==> src/hdl/mba_pkg.sv <==
// Shared field widths, command codes, status codes and register indexes for the admission unit.
package mba_pkg;

    localparam int CMD_W       = 3;
    localparam int ID_W        = 4;
    localparam int BYTES_W     = 64;
    localparam int STATUS_W    = 3;
    localparam int COUNT_OUT_W = 32;
    localparam int CFG_INDEX_W = 2;

    localparam logic [CMD_W-1:0] CMD_ACQUIRE  = 3'd0;
    localparam logic [CMD_W-1:0] CMD_RELEASE  = 3'd1;
    localparam logic [CMD_W-1:0] CMD_SAMPLE   = 3'd2;
    localparam logic [CMD_W-1:0] CMD_PRESSURE = 3'd3;
    localparam logic [CMD_W-1:0] CMD_QUERY    = 3'd4;

    localparam logic [STATUS_W-1:0] STATUS_OK        = 3'd0;
    localparam logic [STATUS_W-1:0] STATUS_OVERFLOW  = 3'd1;
    localparam logic [STATUS_W-1:0] STATUS_PRESSURE  = 3'd2;
    localparam logic [STATUS_W-1:0] STATUS_BUDGET    = 3'd3;
    localparam logic [STATUS_W-1:0] STATUS_MISMATCH  = 3'd4;

    localparam logic [CFG_INDEX_W-1:0] CFG_BUDGET   = 2'd0;
    localparam logic [CFG_INDEX_W-1:0] CFG_BASELINE = 2'd1;

    typedef logic [BYTES_W-1:0] bytes_t;

endpackage

==> src/hdl/mba_ram.sv <==
// Generic single-write, single-read RAM with a registered read port.
module mba_ram #(
    parameter int WIDTH = 64,
    parameter int DEPTH = 16
) (
    input  logic                                   clk,
    input  logic                                   we,
    input  logic [((DEPTH > 1) ? $clog2(DEPTH) : 1)-1:0] waddr,
    input  logic [WIDTH-1:0]                       wdata,
    input  logic                                   re,
    input  logic [((DEPTH > 1) ? $clog2(DEPTH) : 1)-1:0] raddr,
    output logic [WIDTH-1:0]                       rdata
);

    logic [WIDTH-1:0] mem_reg [DEPTH];
    logic [WIDTH-1:0] rdata_reg;

    always_ff @(posedge clk)
    begin
        if (we)
        begin
            mem_reg[waddr] <= wdata;
        end
        if (re)
        begin
            rdata_reg <= mem_reg[raddr];
        end
    end

    assign rdata = rdata_reg;

endmodule

==> src/hdl/memory_budget_admission_unit.sv <==
// Admission controller for a byte budget with per-client accounting.
//
// Requests are taken at one per cycle while results are drained without back-pressure. An
// accepted request is held in the input register while the client entry is read from the
// client RAM, then all checks and state updates happen in a single pass into the result
// register. The rate is set by the read-modify-write of the client RAM, which keeps up
// with back-to-back requests to the same client thanks to a forwarding register. Client
// entries need no clearing pass: a present bit per client, cleared at reset, masks entries
// never written. Configuration writes are always ready and must be issued only while no
// request is in flight.
module memory_budget_admission_unit #(
    parameter int NUM_CLIENTS   = 16,
    parameter int COUNTER_WIDTH = 32
) (
    input  logic                                 clk,
    input  logic                                 rst_n,

    input  logic                                 cfg_valid,
    output logic                                 cfg_ready,
    input  logic [mba_pkg::CFG_INDEX_W-1:0]      cfg_index,
    input  logic [mba_pkg::BYTES_W-1:0]          cfg_data,

    input  logic                                 req_valid,
    output logic                                 req_ready,
    input  logic [mba_pkg::CMD_W-1:0]            command,
    input  logic [mba_pkg::ID_W-1:0]             client_id,
    input  logic [mba_pkg::BYTES_W-1:0]          amount,
    input  logic [mba_pkg::BYTES_W-1:0]          usage_sample,

    output logic                                 res_valid,
    input  logic                                 res_ready,
    output logic                                 granted,
    output logic [mba_pkg::STATUS_W-1:0]         status,
    output logic [mba_pkg::BYTES_W-1:0]          committed_total_out,
    output logic [mba_pkg::BYTES_W-1:0]          client_committed,
    output logic [mba_pkg::BYTES_W-1:0]          sampled_usage_out,
    output logic [mba_pkg::BYTES_W-1:0]          untracked_out,
    output logic                                 pressure_out,
    output logic [mba_pkg::COUNT_OUT_W-1:0]      granted_count,
    output logic [mba_pkg::COUNT_OUT_W-1:0]      rejected_count,
    output logic [mba_pkg::COUNT_OUT_W-1:0]      sample_count
);

    import mba_pkg::*;

    localparam int IDX_W = (NUM_CLIENTS > 1) ? $clog2(NUM_CLIENTS) : 1;

    // Input register.
    logic                s1_valid_reg;
    logic [CMD_W-1:0]    cmd_reg;
    logic [ID_W-1:0]     id_reg;
    bytes_t              amt_reg;
    bytes_t              smp_reg;

    // Forwarding of a client entry written in the cycle its successor was read.
    logic                fwd_hit_reg;
    bytes_t              fwd_data_reg;

    // Architectural state.
    bytes_t              budget_reg;
    bytes_t              baseline_reg;
    bytes_t              committed_reg;
    logic [BYTES_W:0]    bpc_reg;           // baseline plus committed, exact
    bytes_t              sampled_reg;
    bytes_t              untracked_reg;
    logic                pressure_reg;
    logic [NUM_CLIENTS-1:0] present_reg;
    logic [COUNTER_WIDTH-1:0] grant_cnt_reg;
    logic [COUNTER_WIDTH-1:0] reject_cnt_reg;
    logic [COUNTER_WIDTH-1:0] sample_cnt_reg;

    // Result register.
    logic                res_valid_reg;
    logic                res_granted_reg;
    logic [STATUS_W-1:0] res_status_reg;
    bytes_t              res_committed_reg;
    bytes_t              res_held_reg;
    bytes_t              res_sampled_reg;
    bytes_t              res_untracked_reg;
    logic                res_pressure_reg;
    logic [COUNTER_WIDTH-1:0] res_grant_cnt_reg;
    logic [COUNTER_WIDTH-1:0] res_reject_cnt_reg;
    logic [COUNTER_WIDTH-1:0] res_sample_cnt_reg;

    // Next values.
    logic                granted_next;
    logic [STATUS_W-1:0] status_next;
    bytes_t              committed_next;
    logic [BYTES_W:0]    bpc_next;
    bytes_t              sampled_next;
    bytes_t              untracked_next;
    logic                pressure_next;
    logic [NUM_CLIENTS-1:0] present_next;
    logic [COUNTER_WIDTH-1:0] grant_cnt_next;
    logic [COUNTER_WIDTH-1:0] reject_cnt_next;
    logic [COUNTER_WIDTH-1:0] sample_cnt_next;
    bytes_t              entry_next;
    logic                entry_present_next;
    logic                entry_write;
    logic                refresh;
    bytes_t              held_next;

    logic                fire;
    logic                req_accept;
    logic                cfg_accept;
    logic                id_ok;
    logic [IDX_W-1:0]    idx;
    logic                present_cur;
    bytes_t              ram_q;
    bytes_t              entry_cur;
    logic [BYTES_W:0]    sum_smp;
    logic [BYTES_W:0]    sum_base;
    logic [BYTES_W:0]    sum_comm;
    logic [BYTES_W+1:0]  sum_proj;
    logic                overflow;
    bytes_t              proj;
    logic                budget_hit;
    bytes_t              entry_add;
    bytes_t              entry_sub;
    logic                release_bad;
    bytes_t              expect_usage;

    assign cfg_ready  = 1'b1;
    assign cfg_accept = cfg_valid && cfg_ready;

    assign fire       = s1_valid_reg && (!res_valid_reg || res_ready);
    assign req_ready  = !s1_valid_reg || fire;
    assign req_accept = req_valid && req_ready;

    mba_ram #(
        .WIDTH (BYTES_W),
        .DEPTH (NUM_CLIENTS)
    ) u_client_ram (
        .clk   (clk),
        .we    (fire && entry_write),
        .waddr (idx),
        .wdata (entry_next),
        .re    (req_accept),
        .raddr (IDX_W'(client_id)),
        .rdata (ram_q)
    );

    assign id_ok       = ({{(32-ID_W){1'b0}}, id_reg} < 32'(NUM_CLIENTS));
    assign idx         = IDX_W'(id_reg);
    assign present_cur = id_ok ? present_reg[idx] : 1'b0;
    // An entry that is not present always holds zero, so the RAM word is masked.
    assign entry_cur   = present_cur ? (fwd_hit_reg ? fwd_data_reg : ram_q) : '0;

    assign sum_smp  = {1'b0, sampled_reg} + {1'b0, amt_reg};
    assign sum_base = {1'b0, baseline_reg} + {1'b0, amt_reg};
    assign sum_comm = {1'b0, committed_reg} + {1'b0, amt_reg};
    assign sum_proj = {1'b0, bpc_reg} + {2'b00, amt_reg};

    assign overflow = sum_smp[BYTES_W] || sum_base[BYTES_W] || sum_comm[BYTES_W] ||
                      (sum_proj[BYTES_W+1:BYTES_W] != 2'b00);
    assign proj       = (sum_smp[BYTES_W-1:0] > sum_proj[BYTES_W-1:0]) ?
                        sum_smp[BYTES_W-1:0] : sum_proj[BYTES_W-1:0];
    assign budget_hit = (budget_reg != '0) && (proj > budget_reg);

    assign entry_add   = entry_cur + amt_reg;
    assign entry_sub   = entry_cur - amt_reg;
    assign release_bad = !present_cur || (entry_cur < amt_reg) || (committed_reg < amt_reg);

    always_comb
    begin
        granted_next       = 1'b0;
        status_next        = STATUS_OK;
        committed_next     = committed_reg;
        bpc_next           = bpc_reg;
        sampled_next       = sampled_reg;
        pressure_next      = pressure_reg;
        present_next       = present_reg;
        grant_cnt_next     = grant_cnt_reg;
        reject_cnt_next    = reject_cnt_reg;
        sample_cnt_next    = sample_cnt_reg;
        entry_next         = entry_cur;
        entry_present_next = present_cur;
        entry_write        = 1'b0;
        refresh            = 1'b0;

        case (cmd_reg)
            CMD_ACQUIRE:
            begin
                if (id_ok)
                begin
                    if (overflow || pressure_reg)
                    begin
                        status_next     = overflow ? STATUS_OVERFLOW : STATUS_PRESSURE;
                        reject_cnt_next = reject_cnt_reg + COUNTER_WIDTH'(1);
                    end
                    else if (budget_hit)
                    begin
                        status_next     = STATUS_BUDGET;
                        reject_cnt_next = reject_cnt_reg + COUNTER_WIDTH'(1);
                    end
                    else
                    begin
                        granted_next       = 1'b1;
                        committed_next     = sum_comm[BYTES_W-1:0];
                        bpc_next           = sum_proj[BYTES_W:0];
                        entry_next         = entry_add;
                        entry_present_next = 1'b1;
                        present_next[idx]  = 1'b1;
                        entry_write        = 1'b1;
                        grant_cnt_next     = grant_cnt_reg + COUNTER_WIDTH'(1);
                        refresh            = 1'b1;
                    end
                end
            end
            CMD_RELEASE:
            begin
                if (id_ok)
                begin
                    if (release_bad)
                    begin
                        pressure_next = 1'b1;
                        status_next   = STATUS_MISMATCH;
                    end
                    else
                    begin
                        committed_next     = committed_reg - amt_reg;
                        bpc_next           = bpc_reg - {1'b0, amt_reg};
                        entry_next         = entry_sub;
                        entry_present_next = (entry_sub != '0);
                        present_next[idx]  = (entry_sub != '0);
                        entry_write        = 1'b1;
                        refresh            = 1'b1;
                    end
                end
            end
            CMD_SAMPLE:
            begin
                sampled_next    = smp_reg;
                sample_cnt_next = sample_cnt_reg + COUNTER_WIDTH'(1);
                refresh         = 1'b1;
                if ((budget_reg != '0) && (smp_reg > budget_reg))
                begin
                    pressure_next = 1'b1;
                end
            end
            CMD_PRESSURE:
            begin
                pressure_next = 1'b1;
            end
            default:
            begin
                // Queries and unused codes leave the state alone.
            end
        endcase
    end

    // Expected usage saturates at the top of the 64-bit range.
    assign expect_usage   = bpc_next[BYTES_W] ? '1 : bpc_next[BYTES_W-1:0];
    assign untracked_next = !refresh ? untracked_reg :
                            (sampled_next > expect_usage) ? sampled_next - expect_usage : '0;
    assign held_next      = (id_ok && entry_present_next) ? entry_next : '0;

    // Input register and forwarding.
    always_ff @(posedge clk or negedge rst_n)
    begin
        if (!rst_n)
        begin
            s1_valid_reg <= 1'b0;
            fwd_hit_reg  <= 1'b0;
        end
        else
        begin
            if (req_accept)
            begin
                s1_valid_reg <= 1'b1;
                fwd_hit_reg  <= fire && entry_write && (idx == IDX_W'(client_id));
            end
            else if (fire)
            begin
                s1_valid_reg <= 1'b0;
            end
        end
    end

    always_ff @(posedge clk)
    begin
        if (req_accept)
        begin
            cmd_reg      <= command;
            id_reg       <= client_id;
            amt_reg      <= amount;
            smp_reg      <= usage_sample;
            fwd_data_reg <= entry_next;
        end
    end

    // Architectural state.
    always_ff @(posedge clk or negedge rst_n)
    begin
        if (!rst_n)
        begin
            budget_reg     <= '0;
            baseline_reg   <= '0;
            committed_reg  <= '0;
            bpc_reg        <= '0;
            sampled_reg    <= '0;
            untracked_reg  <= '0;
            pressure_reg   <= 1'b0;
            present_reg    <= '0;
            grant_cnt_reg  <= '0;
            reject_cnt_reg <= '0;
            sample_cnt_reg <= '0;
        end
        else if (cfg_accept)
        begin
            if (cfg_index == CFG_BUDGET)
            begin
                budget_reg <= cfg_data;
            end
            else if (cfg_index == CFG_BASELINE)
            begin
                baseline_reg <= cfg_data;
                sampled_reg  <= cfg_data;
                bpc_reg      <= {1'b0, cfg_data} + {1'b0, committed_reg};
            end
        end
        else if (fire)
        begin
            committed_reg  <= committed_next;
            bpc_reg        <= bpc_next;
            sampled_reg    <= sampled_next;
            untracked_reg  <= untracked_next;
            pressure_reg   <= pressure_next;
            present_reg    <= present_next;
            grant_cnt_reg  <= grant_cnt_next;
            reject_cnt_reg <= reject_cnt_next;
            sample_cnt_reg <= sample_cnt_next;
        end
    end

    // Result register.
    always_ff @(posedge clk or negedge rst_n)
    begin
        if (!rst_n)
        begin
            res_valid_reg <= 1'b0;
        end
        else if (fire)
        begin
            res_valid_reg <= 1'b1;
        end
        else if (res_ready)
        begin
            res_valid_reg <= 1'b0;
        end
    end

    always_ff @(posedge clk)
    begin
        if (fire)
        begin
            res_granted_reg    <= granted_next;
            res_status_reg     <= status_next;
            res_committed_reg  <= committed_next;
            res_held_reg       <= held_next;
            res_sampled_reg    <= sampled_next;
            res_untracked_reg  <= untracked_next;
            res_pressure_reg   <= pressure_next;
            res_grant_cnt_reg  <= grant_cnt_next;
            res_reject_cnt_reg <= reject_cnt_next;
            res_sample_cnt_reg <= sample_cnt_next;
        end
    end

    assign res_valid           = res_valid_reg;
    assign granted             = res_granted_reg;
    assign status              = res_status_reg;
    assign committed_total_out = res_committed_reg;
    assign client_committed    = res_held_reg;
    assign sampled_usage_out   = res_sampled_reg;
    assign untracked_out       = res_untracked_reg;
    assign pressure_out        = res_pressure_reg;
    assign granted_count       = COUNT_OUT_W'(res_grant_cnt_reg);
    assign rejected_count      = COUNT_OUT_W'(res_reject_cnt_reg);
    assign sample_count        = COUNT_OUT_W'(res_sample_cnt_reg);

endmodule

==> config.mk <==
export PLATFORM = sky130hd
export DESIGN_NAME = memory_budget_admission_unit
export DESIGN_NICKNAME = d
export VERILOG_FILES = /design/src/hdl/mba_pkg.sv /design/src/hdl/mba_ram.sv /design/src/hdl/memory_budget_admission_unit.sv
export SDC_FILE = /design/constraint.sdc
export NUM_CORES = 2
export LEC_CHECK = 0
export BUFFER_PORTS_ARGS = -buffer_cell sky130_fd_sc_hd__buf_4
export CAP_MARGIN = 20
export CORE_MARGIN = 2
export CORE_UTILIZATION = 45
export CTS_CLUSTER_SIZE = 8
export DETAILED_ROUTE_END_ITERATION = 10
export GPL_TIMING_DRIVEN = 0
export PLACE_DENSITY = 0.67
export SLEW_MARGIN = 20
export SYNTH_ARGS = -nofsm -noshare
export SYNTH_HDL_FRONTEND = slang
export SYNTH_SLANG_ARGS = --single-unit
==> constraint.sdc <==
create_clock -name clk -period 23.9 [get_ports clk]
set_input_delay 1.195 -clock clk [delete_from_list [all_inputs] [get_ports clk]]
set_output_delay 1.195 -clock clk [all_outputs]
set_load 0.1 [all_outputs]
==> results.sh <==
export IMPL_cp_slowest_cell="edfxtp_1"
export IMPL_largest_reg_flops=1024
export IMPL_setup_viol=0
export IMPL_cts_made_buffers=311
export IMPL_end_kind="register"
export IMPL_synth_seq_cells=2145
export IMPL_fin_ws_ns=0.937
export IMPL_fillers=23700
export IMPL_synth_ff_type="edfxtp_1"
export IMPL_crit_type="reg -> reg"
export IMPL_cp_start_kind="register"
export IMPL_die_x_um=534
export IMPL_hold_buffers=0
export IMPL_dpl_hpwl_mm=464
export IMPL_area_growth_syn_to_layout_pct=16.7
export IMPL_worst_path_stages=58
export IMPL_seqCellArea_mm2=0.0619
export IMPL_total_power_mw=15.8
export IMPL_wirelength_mm=606
export IMPL_clkLatencyLatePin_ns=0.94
export IMPL_grt_max_degree=113
export IMPL_worst_path_buf_inv=10
export IMPL_drv_cap=0
export IMPL_async_reset_ff_share_pct=23.4
export IMPL_ios=566
export IMPL_routabilityCongestion=1.04
export IMPL_num_vias=108000
export IMPL_wl_per_cell_um=37.1
export IMPL_crit_path_max_fanout=10
export IMPL_rr_startpoint="amt_reg[23]$_DFFE_PP_"
export IMPL_finalHoldViolations=0
export IMPL_min_period_ns=22.96
export IMPL_drc=0
export IMPL_synth_area_leaders="edfxtp_1 (39%), dfrtp_1 (9.9%), ha_1 (8.2%)"
export IMPL_nNetsFinal=13500
export IMPL_clock_sinks=2145
export IMPL_cp_startpoint="amt_reg[23]$_DFFE_PP_"
export IMPL_layout_drive_gt1_share_pct=14.7
export IMPL_antenna_found_initial=34
export IMPL_yosysTopAreaCell="edfxtp_1"
export IMPL_clock_fmax_mhz=43.5
export IMPL_fin_worst_skew_ns=0.0781
export IMPL_die_h_um=534
export IMPL_ys_seq_area_share_pct=48.9
export IMPL_cts_clk_slew_worst_paths_ns=0.06
export IMPL_rows=194
export IMPL_yosysWarnings=0
export IMPL_cts_resized=0
export IMPL_ys_types=106
export IMPL_peakVddDrop_mv=0.0982
export IMPL_first_global_vias=106000
export IMPL_mostFrequentLayoutCell="edfxtp_1"
export IMPL_leakage_nw=58.2
export IMPL_rsz0062_at_grt="false"
export IMPL_drv_slew=0
export IMPL_synth_area_per_cell_um2=11.1
export IMPL_grt_first_pass_wirelength_mm=826
export IMPL_htree_levels=5
export IMPL_fin_crit_sh_pct=96.1
export IMPL_start_util_pct=45.3
export IMPL_r2r_slack_ns=0.94
export IMPL_critPathTopFamily="compound AO/OA/AOI/OAI gates"
export IMPL_drtIter0Drc=13400
export IMPL_place_ws_ns=1.71
export IMPL_grt_overflow=0
export IMPL_cts_path_max_buffers=4
export IMPL_via_per_inst=6.61
export IMPL_powerDensity_mw_per_mm2=107
export IMPL_worst_pin_slew_ns=1.36
export IMPL_max_stage_delay_ns=1.20
export IMPL_die_area_mm2=0.286
export IMPL_multi_input_area_mm2=0.0610
export IMPL_final_cell_mix="edfxtp_1 (1,644), nand2_1 (1,032), a21oi_1 (884)"
export IMPL_worstRegToRegCells=58
export IMPL_status="finished clean"
export IMPL_tritoncts="yes"
export IMPL_post_cts_buffers=0
export IMPL_cp_data_arrival_time_ns=23.63
export IMPL_grt_usage_pct=41.4
export IMPL_portBuffers=564
export IMPL_clockRootBuffer="clkbuf_16"
export IMPL_synth_cells=11400
export IMPL_rr_endpoint="untracked_out[58]$_DFFE_PP_"
export IMPL_netlist_area_mm2=0.127
export IMPL_hp_class="in -> async"
export IMPL_synth_edff_count=1644
export IMPL_endpoint="untracked_out[58]$_DFFE_PP_"
export IMPL_drt_first_pass_iters=6
export IMPL_worstPathRequired_ns=24.57
export IMPL_ant_nets=0
export IMPL_synth_top_area_share_pct=39.0
export IMPL_core_mm2=0.280
export IMPL_slew_headroom_pct=8.51
export IMPL_syn_nets=12500
[per-layer routing]
| layer | part of all wire, % | global-route usage (%) | up-vias |
|---|---|---|---|
| met2 | 45 | 64.7 | 7039 |
| met5 | 0.019 | 0.167 | - |
| met4 | 8.4 | 28.6 | 12 |
| met1 | 38 | 52.2 | 54100 |
| met3 | 8.9 | 7.31 | 1539 |
| li1 | - | - | 45400 |
[worst min path at each step]
stage                                 start                       endpoint  slack, ns  depth (start not counted)
6_report                              rst_n   untracked_reg[5]$_DFFE_PN0P_       0.25                          1
3_5_place_dp   baseline_reg[10]$_DFFE_PN0P_   baseline_reg[10]$_DFFE_PN0P_       0.47                          2
2_1_floorplan   baseline_reg[0]$_DFFE_PN0P_    baseline_reg[0]$_DFFE_PN0P_       0.45                          2
4_1_cts                               rst_n  untracked_reg[10]$_DFFE_PN0P_       0.29                          1
5_1_grt                               rst_n   untracked_reg[5]$_DFFE_PN0P_       0.29                          1
3_3_place_gp   untracked_reg[0]$_DFFE_PN0P_   untracked_reg[0]$_DFFE_PN0P_       0.46                          2
[area by class of cell]
class | count | share of cell area [%]
clock inverter | 35 | 0.497
antenna | 27 | 0.0457
tap | 3724 | 3.15
buffer | 598 | 1.70
clock buffer | 427 | 5.60
timing repair buffer | 697 | 4.70
inverter | 443 | 1.14
sequential | 2145 | 41.9
multi-input combinational | 8250 | 41.3
[Yosys cell counts (104+ instances only)]
cell / count
a221o_1: 104
dfrtp_1: 501
xor2_1: 172
and3_1: 105
mux2i_1: 144
nand4_1: 195
o21ai_0: 669
ha_1: 834
a21oi_1: 886
nor3_1: 186
xnor2_1: 353
o21bai_1: 140
nand3_1: 208
clkbuf_1: 425
inv_1: 433
nor2_1: 838
a21o_1: 299
edfxtp_1: 1644
nand2_1: 1032
mux4_2: 324
o31ai_1: 110
mux2_2: 122
[where the power goes]
| group | switching, mW | internal (mW) |
|---|---|---|
| sequential | 0.446 | 4.36 |
| clock | 1.78 | 2.43 |
| combinational | 4.67 | 2.13 |
| total | 6.89 | 8.92 |
[metrics by stage]
step                      TNS (ns)  hold WS [ns]  area (um^2)  utilization (%)  instances
final                            0         0.253       148000             52.9      16300
after global routing             0         0.294       148000             52.8      16300
after CTS                        0         0.288       148000             52.8      16300
after detailed placement         0         0.467       139000             49.6      15900
after global placement    -2232.22         0.461       136000             48.5      15700
after floorplan                  0         0.446       127000                -      11400
[cells by family (layout without fill, tap and decap cells)]
group | Yosys count | in the layout | share of synthesized area, %
AOI/OAI and AO/OA | 3197 | 3197 | 16.5
xor gates and xnor gates | 525 | 525 | 3.63
adders and majority gates | 843 | 843 | 8.38
buffers and inverters | 1041 | 2200 | 3.20
DFF | 2145 | 2145 | 48.9
muxes | 590 | 590 | 7.99
other | 1 | 28 | 0.00296
and+or+nand+nor | 3094 | 3094 | 11.4
Note: power is estimated with default switching activity, not from simulation.
